File: config.mk
export PLATFORM = sky130hd
export DESIGN_NAME = telemetry_poll_responder_core
export DESIGN_NICKNAME = d
export VERILOG_FILES = /design/src/rtl/tpr_pkg.sv /design/src/rtl/telemetry_poll_responder_core.sv /design/src/rtl/tpr_ram.sv
export SDC_FILE = /design/constraint.sdc
export NUM_CORES = 2
export LEC_CHECK = 0
export BUFFER_PORTS_ARGS = -buffer_cell sky130_fd_sc_hd__buf_4
export CAP_MARGIN = 20
export CORE_ASPECT_RATIO = 0.6
export CORE_UTILIZATION = 60
export CTS_CLUSTER_SIZE = 25
export DETAILED_ROUTE_END_ITERATION = 6
export PLACE_DENSITY = 0.76
export SYNTH_ARGS = -nofsm -noshare
export SYNTH_HDL_FRONTEND = slang
export SYNTH_SLANG_ARGS = --single-unit
File: constraint.sdc
create_clock -name clock -period 7.6 [get_ports clock]
set_clock_uncertainty 0.05 [all_clocks]
set_input_delay 0.38 -clock clock [delete_from_list [all_inputs] [get_ports clock]]
set_output_delay 0.38 -clock clock [all_outputs]
set_load 0.05 [all_outputs]
File: src/rtl/tpr_pkg.sv
`default_nettype none

package tpr_pkg;

   localparam logic [7:0]  POLL_MARK       = 8'h80;
   localparam logic [31:0] REQUEST_WAIT_US = 32'd4600;
   localparam logic [31:0] BYTE_GAP_US     = 32'd3000;

   localparam logic [7:0] SLOT0_ID_RESET = 8'd142;
   localparam logic [7:0] SLOT1_ID_RESET = 8'd141;
   localparam logic [7:0] SLOT2_ID_RESET = 8'h8A;
   localparam logic [7:0] SLOT3_ID_RESET = 8'h89;
   localparam logic [6:0] LENGTH_RESET   = 7'd45;

   typedef enum logic [1:0] {
      KIND_TICK  = 2'd0,
      KIND_RX    = 2'd1,
      KIND_WRITE = 2'd2
   } kind_type;

   typedef enum logic [2:0] {
      CSR_SLOT0_ID     = 3'd0,
      CSR_SLOT1_ID     = 3'd1,
      CSR_SLOT2_ID     = 3'd2,
      CSR_SLOT3_ID     = 3'd3,
      CSR_SLOT0_LENGTH = 3'd4,
      CSR_SLOT1_LENGTH = 3'd5,
      CSR_SLOT2_LENGTH = 3'd6,
      CSR_SLOT3_LENGTH = 3'd7
   } csr_index_type;

   typedef struct packed {
      logic [1:0]  kind;
      logic [31:0] now_us;
      logic [7:0]  rx_byte;
      logic [1:0]  write_slot;
      logic [5:0]  write_index;
      logic [7:0]  write_value;
   } req_type;

   typedef struct packed {
      logic       tx_valid;
      logic [7:0] tx_byte;
      logic       transmitter_on;
      logic       request_valid;
      logic [1:0] request_slot;
   } rsp_type;

endpackage

`default_nettype wire

File: src/rtl/telemetry_poll_responder_core.sv
// latency: a transaction is taken into the input register and its result goes out from the result register
// throughput: one transaction per cycle while the result side does not stall, set by the input and result registers
// the message store is prefetched from the next state, so a tick needs no wait on the read
// reset: synchronous, active high; clears the pipeline, the poll and reply state
// and restores the slot sensor ids and lengths; the message store is not cleared
`default_nettype none

module telemetry_poll_responder_core import tpr_pkg::*; #(
   parameter int SLOT_COUNT        = 4,
   parameter int MAX_MESSAGE_BYTES = 64
) (
   input  wire logic          clock,
   input  wire logic          reset,
   input  wire logic          req_valid,
   output logic               req_stall,
   input  wire req_type       req_data,
   output logic               rsp_valid,
   input  wire logic          rsp_stall,
   output rsp_type            rsp_data,
   input  wire logic          csr_write,
   input  wire logic [2:0]    csr_index,
   input  wire logic [7:0]    csr_wdata
);

   localparam int DEPTH = SLOT_COUNT * MAX_MESSAGE_BYTES;
   localparam int AW    = $clog2(DEPTH);
   localparam int PW    = $clog2(MAX_MESSAGE_BYTES + 1);
   localparam int LW    = $clog2(MAX_MESSAGE_BYTES + 2);

   function automatic logic [2:0] find_slot(input logic [7:0] key,
                                            input logic [3:0][7:0] ids);
      logic [2:0] res;
      res = 3'b000;
      for (int s = 0; s < 4; s++) begin
         if (s < SLOT_COUNT && !res[2] && ids[s] == key) begin
            res = {1'b1, 2'(s)};
         end
      end
      return res;
   endfunction

   function automatic logic [AW-1:0] slot_addr(input logic [1:0] slot,
                                               input logic [PW-1:0] pos);
      return AW'(32'(slot) * MAX_MESSAGE_BYTES + 32'(pos));
   endfunction

   // configuration
   logic [3:0][7:0] slot_id_ff, slot_id_in;
   logic [3:0][6:0] slot_len_ff, slot_len_in;

   // pipeline
   logic    in_valid_ff, in_valid_in;
   req_type in_data_ff;
   logic    rsp_valid_ff, rsp_valid_in;
   rsp_type rsp_data_ff, rsp_data_in;
   logic    out_free, process, req_accept;

   // poll and reply state
   logic [1:0]    rx_count_ff, rx_count_in;
   logic [7:0]    rx_first_ff, rx_first_in;
   logic [7:0]    rx_second_ff, rx_second_in;
   logic [31:0]   request_time_ff, request_time_in;
   logic          sending_ff, sending_in;
   logic [1:0]    active_slot_ff, active_slot_in;
   logic [LW-1:0] bytes_left_ff, bytes_left_in;
   logic [PW-1:0] byte_position_ff, byte_position_in;
   logic [7:0]    running_sum_ff, running_sum_in;
   logic [31:0]   last_send_time_ff, last_send_time_in;

   // store access
   logic          wr_en;
   logic [AW-1:0] wr_addr, rd_addr;
   logic [7:0]    ram_rdata, rd_value;
   logic          fwd_hit_ff, fwd_hit_in;
   logic [7:0]    fwd_data_ff;
   logic [2:0]    pf_hit, tick_hit;

   // scratch for the tick path
   logic          start, go;
   logic [8:0]    len_wide, len_clamped;
   logic [LW-1:0] new_bytes_left;

   assign out_free   = !rsp_valid_ff || !rsp_stall;
   assign process    = in_valid_ff && out_free;
   assign req_stall  = in_valid_ff && !out_free;
   assign req_accept = req_valid && !req_stall;
   assign rsp_valid  = rsp_valid_ff;
   assign rsp_data   = rsp_data_ff;

   always_comb begin
      slot_id_in  = slot_id_ff;
      slot_len_in = slot_len_ff;
      if (csr_write) begin
         unique case (csr_index)
            CSR_SLOT0_ID:     slot_id_in[0]  = csr_wdata;
            CSR_SLOT1_ID:     slot_id_in[1]  = csr_wdata;
            CSR_SLOT2_ID:     slot_id_in[2]  = csr_wdata;
            CSR_SLOT3_ID:     slot_id_in[3]  = csr_wdata;
            CSR_SLOT0_LENGTH: slot_len_in[0] = csr_wdata[6:0];
            CSR_SLOT1_LENGTH: slot_len_in[1] = csr_wdata[6:0];
            CSR_SLOT2_LENGTH: slot_len_in[2] = csr_wdata[6:0];
            CSR_SLOT3_LENGTH: slot_len_in[3] = csr_wdata[6:0];
            default: ;
         endcase
      end
   end

   assign rd_value = fwd_hit_ff ? fwd_data_ff : ram_rdata;
   assign tick_hit = find_slot(rx_second_ff, slot_id_ff);

   always_comb begin
      rx_count_in       = rx_count_ff;
      rx_first_in       = rx_first_ff;
      rx_second_in      = rx_second_ff;
      request_time_in   = request_time_ff;
      sending_in        = sending_ff;
      active_slot_in    = active_slot_ff;
      bytes_left_in     = bytes_left_ff;
      byte_position_in  = byte_position_ff;
      running_sum_in    = running_sum_ff;
      last_send_time_in = last_send_time_ff;
      rsp_data_in       = '0;
      wr_en             = 1'b0;
      wr_addr           = slot_addr(in_data_ff.write_slot, PW'(in_data_ff.write_index));
      start             = 1'b0;
      go                = 1'b0;
      len_wide          = {2'b00, slot_len_ff[tick_hit[1:0]]};
      len_clamped       = (len_wide > 9'(MAX_MESSAGE_BYTES)) ?
                          9'(MAX_MESSAGE_BYTES) : len_wide;
      new_bytes_left    = LW'(len_clamped) + LW'(1);

      if (process) begin
         unique case (in_data_ff.kind)
            KIND_RX: begin
               if (!sending_ff) begin
                  if (rx_count_ff == 2'd0) begin
                     rx_first_in = in_data_ff.rx_byte;
                  end else if (rx_count_ff == 2'd1) begin
                     rx_second_in = in_data_ff.rx_byte;
                  end
                  if (rx_count_ff != 2'd3) begin
                     rx_count_in = rx_count_ff + 2'd1;
                  end
               end
            end
            KIND_WRITE: begin
               wr_en = (32'(in_data_ff.write_slot) < SLOT_COUNT) &&
                       (32'(in_data_ff.write_index) < MAX_MESSAGE_BYTES);
            end
            KIND_TICK: begin
               // poll check
               if (!sending_ff && rx_count_ff[1]) begin
                  if (rx_count_ff == 2'd3) begin
                     rx_count_in     = 2'd0;
                     request_time_in = '0;
                  end else if (request_time_ff == '0) begin
                     request_time_in = in_data_ff.now_us;
                  end else if ((in_data_ff.now_us - request_time_ff) >= REQUEST_WAIT_US) begin
                     request_time_in = '0;
                     rx_count_in     = 2'd0;
                     if (rx_first_ff == POLL_MARK && tick_hit[2]) begin
                        start            = 1'b1;
                        active_slot_in   = tick_hit[1:0];
                        bytes_left_in    = new_bytes_left;
                        byte_position_in = '0;
                        rsp_data_in.request_valid = 1'b1;
                        rsp_data_in.request_slot  = tick_hit[1:0];
                     end
                  end
               end
               // reply byte
               if (sending_ff || start) begin
                  go = !(sending_ff &&
                         ((in_data_ff.now_us - last_send_time_ff) < BYTE_GAP_US));
                  if (go) begin
                     sending_in = 1'b1;
                     if (bytes_left_in == '0) begin
                        sending_in     = 1'b0;
                        running_sum_in = '0;
                        rx_count_in    = 2'd0;
                     end else begin
                        bytes_left_in        = bytes_left_in - LW'(1);
                        rsp_data_in.tx_valid = 1'b1;
                        if (bytes_left_in != '0) begin
                           running_sum_in      = running_sum_ff + rd_value;
                           rsp_data_in.tx_byte = rd_value;
                           if (byte_position_in < PW'(MAX_MESSAGE_BYTES)) begin
                              byte_position_in = byte_position_in + PW'(1);
                           end
                        end else begin
                           rsp_data_in.tx_byte = running_sum_ff;
                        end
                     end
                     last_send_time_in = in_data_ff.now_us;
                  end
               end
            end
            default: ;
         endcase
      end
      rsp_data_in.transmitter_on = sending_in;
   end

   // prefetch the byte the next tick may send: the current reply position,
   // or the first byte of the slot the pending poll would select
   assign pf_hit     = find_slot(rx_second_in, slot_id_in);
   assign rd_addr    = sending_in ? slot_addr(active_slot_in, byte_position_in)
                                  : slot_addr(pf_hit[1:0], '0);
   assign fwd_hit_in = wr_en && (wr_addr == rd_addr);

   assign in_valid_in  = req_accept ? 1'b1 : (process ? 1'b0 : in_valid_ff);
   assign rsp_valid_in = process ? 1'b1 : (out_free ? 1'b0 : rsp_valid_ff);

   tpr_ram #(
      .WIDTH(8),
      .DEPTH(DEPTH)
   ) u_store (
      .clock        (clock),
      .write_enable (wr_en),
      .write_address(wr_addr),
      .write_data   (in_data_ff.write_value),
      .read_address (rd_addr),
      .read_data    (ram_rdata)
   );

   always_ff @(posedge clock) begin
      if (reset) begin
         slot_id_ff        <= {SLOT3_ID_RESET, SLOT2_ID_RESET, SLOT1_ID_RESET, SLOT0_ID_RESET};
         slot_len_ff       <= {4{LENGTH_RESET}};
         in_valid_ff       <= 1'b0;
         rsp_valid_ff      <= 1'b0;
         fwd_hit_ff        <= 1'b0;
         rx_count_ff       <= '0;
         rx_first_ff       <= '0;
         rx_second_ff      <= '0;
         request_time_ff   <= '0;
         sending_ff        <= 1'b0;
         active_slot_ff    <= '0;
         bytes_left_ff     <= '0;
         byte_position_ff  <= '0;
         running_sum_ff    <= '0;
         last_send_time_ff <= '0;
      end else begin
         slot_id_ff        <= slot_id_in;
         slot_len_ff       <= slot_len_in;
         in_valid_ff       <= in_valid_in;
         rsp_valid_ff      <= rsp_valid_in;
         fwd_hit_ff        <= fwd_hit_in;
         rx_count_ff       <= rx_count_in;
         rx_first_ff       <= rx_first_in;
         rx_second_ff      <= rx_second_in;
         request_time_ff   <= request_time_in;
         sending_ff        <= sending_in;
         active_slot_ff    <= active_slot_in;
         bytes_left_ff     <= bytes_left_in;
         byte_position_ff  <= byte_position_in;
         running_sum_ff    <= running_sum_in;
         last_send_time_ff <= last_send_time_in;
      end
   end

   always_ff @(posedge clock) begin
      if (req_accept) begin
         in_data_ff <= req_data;
      end
      if (process) begin
         rsp_data_ff <= rsp_data_in;
      end
      fwd_data_ff <= in_data_ff.write_value;
   end

endmodule

`default_nettype wire

File: src/rtl/tpr_ram.sv
`default_nettype none

module tpr_ram #(
   parameter int WIDTH = 8,
   parameter int DEPTH = 256
) (
   input  wire logic                     clock,
   input  wire logic                     write_enable,
   input  wire logic [$clog2(DEPTH)-1:0] write_address,
   input  wire logic [WIDTH-1:0]         write_data,
   input  wire logic [$clog2(DEPTH)-1:0] read_address,
   output logic      [WIDTH-1:0]         read_data
);

   logic [WIDTH-1:0] mem [DEPTH];
   logic [WIDTH-1:0] read_data_ff;

   always_ff @(posedge clock) begin
      if (write_enable) begin
         mem[write_address] <= write_data;
      end
      read_data_ff <= mem[read_address];
   end

   assign read_data = read_data_ff;

endmodule

`default_nettype wire

Word-level counts from Yosys, hierarchy flattened
Memories as Yosys holds them, arrays and structs flattened. A register that Yosys moved wholly into a read port is not among the register bits.
Index checks and enable logic that the tools add are counted.

storage, ports and cells
  register bits after elaboration = 249
  bits in writable memories = 2048
  output and inout bits = 15
  word-level logic and storage cells = 222
  memories kept = 1

cells by class
  $add $sub $neg = 9
  $lt $le $gt $ge = 5
  eq/ne operators = 24
  muxes and demuxes = 92
  bitwise gates (word level) = 7
  reductions and logical operators = 51

memory list
  memory       words  bits a word  read ports  clocked after memory_dff  wr ports  line           RTL
  u_store.mem  256    8            1           1                         1         tpr_ram.sv:15  logic [WIDTH-1:0] mem [DEPTH];

operators with widths
  cell                                                                                    count
  7-bit two-way mux                                                                       26
  32-bit two-way mux                                                                      4
  8-bit two-way mux                                                                       14
  8-bit equality test                                                                     9
  32-bit subtractor                                                                       2
  2-bit two-way mux                                                                       17
  32-bit by 13-bit greater-or-equal comparator with 1-bit output (second input constant)  1
  32-bit zero test                                                                        1
  32-bit by 12-bit less-than comparator with 1-bit output (second input constant)         1
  3-bit two-way mux                                                                       8
  1-bit two-way mux                                                                       20
  4-bit AND reduction                                                                     4
  7-bit by 1-bit adder with 7-bit output (second input constant)                          2
  7-bit binary-select mux with 2-bit select                                               1
  1-bit logical AND                                                                       13
  3-bit equality test (second input constant)                                             4
  1-bit zero test                                                                         11
  2-bit AND reduction                                                                     5
  9-bit two-way mux                                                                       1
  8-bit by 6-bit adder with 8-bit output                                                  1
  8-bit by 7-bit adder with 8-bit output                                                  1
  8-bit adder                                                                             1
  8-bit equality test (second input constant)                                             1
  2-bit nonzero test                                                                      4
  other kinds (23)                                                                        36

Longest topological paths before layout
  word-level depth = 35
  depth in mapped cells = 37
  gate-level depth less buffers = 33

Cells and area by module
From an unflattened synthesis, not the netlist that was laid out.

unflattened totals
  cell total of the unflattened synthesis = 5603
  area total of the unflattened synthesis = 95290.1 um^2

modules (own cells, without submodules)
  module                         instances  cells each  area an instance (um^2)
  tpr_ram                        1          3733        79556.3
  telemetry_poll_responder_core  1          1870        15733.8

Worst setup path after synthesis
OpenSTA, ideal clock, no wires.

  kind = reg2reg
  start point = register in_data_ff[24] (netlist name)
  end point = register u_store.read_data_ff[3], in the netlist u_store.read_data[3] (read register of u_store.mem)
  arrival = 6.695 ns
  required time = 7.434 ns
  slack = 0.739 ns
  stages on the path, launching flop included = 35
  period minus slack after synthesis = 6.861 ns
  cells stage by stage = edfxtp_1 > inv_1 > ha_1 > inv_1 > fa_1 > a21oi_1 > o21ai_1 > a32o_1 > or2_1 > a311oi_1 > nor4_1 > nand2_1 > nor3_1 > a41oi_1 > buf_2 > mux2i_1 > ha_1 > inv_1 > nor2_1 > a21oi_1 > or3_1 > nand4_1 > a21o_1 > buf_4 > nand2_1 > o21ai_0 > ha_1 > nand2_1 > o31ai_1 > nand2b_1 > buf_1 > or4_1 > nor4_1 > o32ai_1 > and4_1

on the way
  longest elaborated chain between the ends = 18

RTL lines
  what                                                            line                                  RTL
  start: declaration                                              telemetry_poll_responder_core.sv:53   req_type in_data_ff;
  start signal: assignment                                        telemetry_poll_responder_core.sv:264  in_data_ff <= req_data;
  32-bit subtractor                                               telemetry_poll_responder_core.sv:158  end else if ((in_data_ff.now_us - request_time_ff) >= REQUEST_WAIT_US) begin
  32-bit by 13-bit greater-or-equal comparator with 1-bit output  telemetry_poll_responder_core.sv:158
  7-bit two-way mux                                               telemetry_poll_responder_core.sv:158
  7-bit two-way mux                                               telemetry_poll_responder_core.sv:156  end else if (request_time_ff == '0) begin
  7-bit two-way mux                                               telemetry_poll_responder_core.sv:153  if (rx_count_ff == 2'd3) begin
  7-bit two-way mux                                               telemetry_poll_responder_core.sv:152  if (!sending_ff && rx_count_ff[1]) begin
  7-bit two-way mux                                               telemetry_poll_responder_core.sv:133  unique case (in_data_ff.kind)
  7-bit two-way mux                                               telemetry_poll_responder_core.sv:132  if (process) begin
  [... 3 more ...]                                                n/a
  7-bit two-way mux                                               telemetry_poll_responder_core.sv:177  if (bytes_left_in == '0) begin
  7-bit two-way mux                                               telemetry_poll_responder_core.sv:175  if (go) begin
  7-bit two-way mux (*)                                           telemetry_poll_responder_core.sv:172  if (sending_ff || start) begin
  7-bit two-way mux (*)                                           telemetry_poll_responder_core.sv:133
  7-bit two-way mux (*)                                           telemetry_poll_responder_core.sv:132
  net byte_position_in[6]                                         telemetry_poll_responder_core.sv:66   logic [PW-1:0] byte_position_ff, byte_position_in;
  8-bit by 7-bit adder with 8-bit output (*)                      telemetry_poll_responder_core.sv:44   return AW'(32'(slot) * MAX_MESSAGE_BYTES + 32'(pos));
  8-bit two-way mux (*)                                           telemetry_poll_responder_core.sv:207  assign rd_addr = sending_in ? slot_addr(active_slot_in, byte_position_in)
  end: declaration                                                tpr_ram.sv:16                         logic [WIDTH-1:0] read_data_ff;

Mark *: on every way through the listed nets, which the timed path passes. The rest lies on a longest branch. The select of a mux whose other input is x is not followed.
A chain may end at the register's enable or synchronous reset.

Worst setup path after layout
  start point = register in_data_ff[48] (netlist name)
  end point = register u_store.read_data_ff[6], in the netlist u_store.read_data[6] (read register of u_store.mem)

on the way
  longest elaborated chain between the ends = 18

RTL lines
  what                                                            line                                  RTL
  32-bit subtractor                                               telemetry_poll_responder_core.sv:158
  32-bit by 13-bit greater-or-equal comparator with 1-bit output  telemetry_poll_responder_core.sv:158
  7-bit two-way mux                                               telemetry_poll_responder_core.sv:158
  7-bit two-way mux                                               telemetry_poll_responder_core.sv:156
  7-bit two-way mux                                               telemetry_poll_responder_core.sv:153
  7-bit two-way mux                                               telemetry_poll_responder_core.sv:152
  7-bit two-way mux                                               telemetry_poll_responder_core.sv:133
  7-bit two-way mux                                               telemetry_poll_responder_core.sv:132
  [... 2 more ...]                                                n/a
  7-bit two-way mux                                               telemetry_poll_responder_core.sv:184  if (bytes_left_in != '0) begin
  7-bit two-way mux                                               telemetry_poll_responder_core.sv:177
  7-bit two-way mux                                               telemetry_poll_responder_core.sv:175
  7-bit two-way mux                                               telemetry_poll_responder_core.sv:172
  7-bit two-way mux                                               telemetry_poll_responder_core.sv:133
  7-bit two-way mux                                               telemetry_poll_responder_core.sv:132
  8-bit by 7-bit adder with 8-bit output                          telemetry_poll_responder_core.sv:44
  8-bit two-way mux (*)                                           telemetry_poll_responder_core.sv:207

Every way passes the cells marked *; elsewhere a longest branch is shown, timed or not. The select of a mux whose other input is x is not followed.

==> key figures <==
Synth
  • Synth Register Bits: 2305
  • Mapped Nets: 7777
  • Area of the mapped netlist: 98000 um2
  • Synth Flop Type: edfxtp_1
  • Distinct cells, synth: 116
  • Synthesized area per cell: 12.9 um2
  • Seq/Total Area, Yosys: 68.7%
  • Yosys warning total: 0
  • EDFF count, synth: 2119
  • Synth async-reset ratio: 0%
  • Cells after synthesis: 7625

Global route
  • Pin count of the biggest net entering global routing: 183
  • Vias in the first global route: 68600
  • Initial antenna violation count: 10
  • First-pass GRT wire length: 466000 um
  • Total congestion overflow: 0
  • Total GRT Usage: 38.9%

Timing
  • Hold Slack: 50.0 ps
  • Hold Fails Final Rpt: 0
  • Final Cycle Share: 101%
  • Max-slew violations: 0
  • Post-route minimum period: 7660 ps
  • Slew @ Worst Pin: 1440 ps
  • Unrepaired setup endpoints after global routing: true
  • Fmax: 131 MHz
  • Max_slew headroom: 4.32%
  • Setup violators final: 4
  • PnR worst setup slack: -55.1 ps

Critical path
  • Worst setup SP type: register
  • CP arrival: 8430 ps
  • CP Capture Type: register
  • CP required: 8380 ps
  • Worst path slowest cell: or4_4
  • CP delay by family, top: simple AND/OR/NAND/NOR gates
  • Most used cell, CP: buf_4
  • Worst Setup Path Type: reg2reg
  • Worst-path fanout max: 7
  • Total buffers and inverters traversed by the critical path: 12
  • Delay of the slowest cell on the worst path: 600 ps

Placement
  • Setup WS pre-CTS: -623 ps
  • Final HPWL DP: 211000 um
  • Placer congestion estimate: 1.01
  • Port bufs: 88
  • Placed instance count: 10100

Floorplanning
  • Die Wd: 524 um
  • Starting Density: 60.6%
  • FP Rows: 114
  • IO Count: 89
  • Core footprint: 162000 um2
  • Die Span Y: 315 um
  • Die ar.: 165000 um2

Route
  • Initial DRC Count: 14000
  • Routed WL: 327000 um
  • Vias per inst: 6.92
  • Post-route ant nets: 0
  • Residual DRC: 1
  • Wire per inst: 30.8 um
  • Pre-Repair DR Iteration Count: 7
  • Vias: 73500

Layout
  • Layout Area Growth over Synthesis: 17.9%
  • Layout fillers: 10300
  • Most frequent cells in the layout: 2119 x edfxtp_1, 816 x buf_4, 749 x nor2_1
  • Finished Layout Cells: 10600
  • Most common cell after layout, fill and taps aside: edfxtp_1
  • Nets: 8460
  • Ratio of cells with drive above 1 in the final layout: 18.7%

Pwr
  • Max VDD drop: 0.309 mV
  • Net Sw Power: 5370 uW
  • Clock power share: 41.4%
  • Cell Pwr Density: 218 nW/um2
  • Sw Share: 21.3%
  • Internal power: 19800 uW
  • Leak pwr: 0.0384 uW
  • Reg power frac: 55.2%
  • Logic pwr share: 3.3%

Run
  • Max-cap viol count: 0

CTS
  • Max Buffers Root-to-Sink: 4
  • Clock Latency Late Sink: 890 ps
  • Total CTS buffers: 204
  • H-tree depth: 4
  • Clk sinks: 2305
  • CTS tree: yes
  • CTS clk-pin slew, worst paths: 70 ps
  • Root buffer selected by CTS: clkbuf_16

Hold path
  • Hold/Removal Path Class: in2reg

Outcome
  • Failing checks: DRC, setup timing
  • Status: complete, but fails checks
-- kinds of logic (layout without fill, tap and decap cells) --
group | after synthesis | after routing | synth area share, %
and+or+nand+nor | 2714 | 2714 | 12.9
other | 0 | 9 | 0
AOI/OAI and AO/OA | 1536 | 1536 | 10.9
adders and majority gates | 78 | 78 | 1.01
muxes | 215 | 215 | 2.33
DFF | 2305 | 2305 | 68.7
buffers and inverters | 656 | 1500 | 3.07
xor gates and xnor gates | 121 | 121 | 1.08
-- layout make-up --
class	instances	area (um2)	area share [%]
tap	2146	2690	2.32
inverter	105	397	0.343
antenna	9	22.5	0.0195
multi-input combinational	4664	29200	25.2
clock buffer	250	5460	4.72
clock inverter	117	1050	0.911
timing repair buffer	1028	9410	8.15
sequential	2305	67400	58.3
-- worst paths after layout --
kind,depth (start not counted),from,end,slack (ps)
setup / recovery,35,in_data_ff[48],u_store.read_data[6],-60
hold / removal,2,reset,in_valid_ff,50
setup reg to reg,35,in_data_ff[48],u_store.read_data[6],-60
hold reg to reg,2,slot_len_ff[22],slot_len_ff[22],410
-- sequential cells by signal, summed over array words and instances, names as in the netlist, 13 cells and up --
| register | flops |
|---|---|
| u_store.mem | 2048 |
| in_data_ff | 58 |
| last_send_time_ff | 32 |
| request_time_ff | 32 |
| slot_id_ff | 32 |
| slot_len_ff | 28 |
| rsp_data | 13 |
-- routing by layer --
| layer | wire length (um) | track usage [%] | part of all wire (%) | vias to the layer above |
|---|---|---|---|---|
| met5 | 81 | 0.173 | 0.025 | - |
| met4 | 11700 | 12.2 | 3.6 | 8 |
| met3 | 60200 | 15.8 | 18 | 808 |
| met2 | 132000 | 52.0 | 40 | 6490 |
| met1 | 123000 | 57.6 | 38 | 35700 |
| li1 | - | - | - | 30500 |
-- worst reg2reg max path, delay by kind of cell, from the launching register on --
kind	cells	cell delay [ps]
AND/OR/NAND/NOR	13	2930
buffers and inverters	12	2010
AO/OA/AOI/OAI	7	1430
adder cells (fa/ha/maj)	2	550
flip-flops	1	440
multiplexers	1	230
-- cells in the mapped netlist (all sizes together) (23+ instances only) --
cell type,count,area (um2)
edfxtp,2119,63600
nor2,764,2880
nand2,749,2830
nor3,380,1920
buf,327,1770
a21oi,287,1450
o21ai,282,1420
or3,260,1630
o211ai,248,1870
nand3,236,1190
clkbuf,224,843
dfxtp,186,3720
mux2i,158,1580
inv,105,394
a31oi,101,638
xnor2,90,788
o22ai,80,507
o221ai,78,683
ha,76,951
nor4,74,497
nand4,65,413
and3,64,400
o311ai,54,473
mux2,52,586
a211oi,45,365
a311oi,41,359
a21o,37,285
xor2,31,272
or4,30,233
o32ai,27,251
o22a,23,201
-- power by group through the flow --
stage / logic, uW / registers (uW) / clock network, uW
after global routing: 872 / 13900 / 10900
after global placement: 726 / 14200 / 0
after CTS: 783 / 13900 / 10400
after detailed placement: 742 / 14200 / 0
final: 843 / 13900 / 10400
after floorplan: 278 / 14300 / 0
-- repair_timing --
| item | CTS | global route |
|---|---|---|
| gates resized for setup | 63 | 246 |
| endpoints found under the setup margin | 8 | 8 |
| gates cloned | 1 | 7 |
| setup buffers | 8 | 37 |
| hold buffers | 74 | 0 |
| hold endpoints to repair | 120 | 0 |
| pin swaps | 14 | 75 |
-- stage by stage --
step	utilization (%)	area, um2	TNS [ps]	total power, uW
floorplan	-	98000	0	14600
global placement	65.6	106000	-4670	14900
detailed placement	65.6	106000	-3580	14900
CTS	70.3	114000	0	25100
global route	71.5	116000	-1810	25600
finish	71.5	116000	-165	25200
Note: power is estimated with default switching activity, not from simulation.
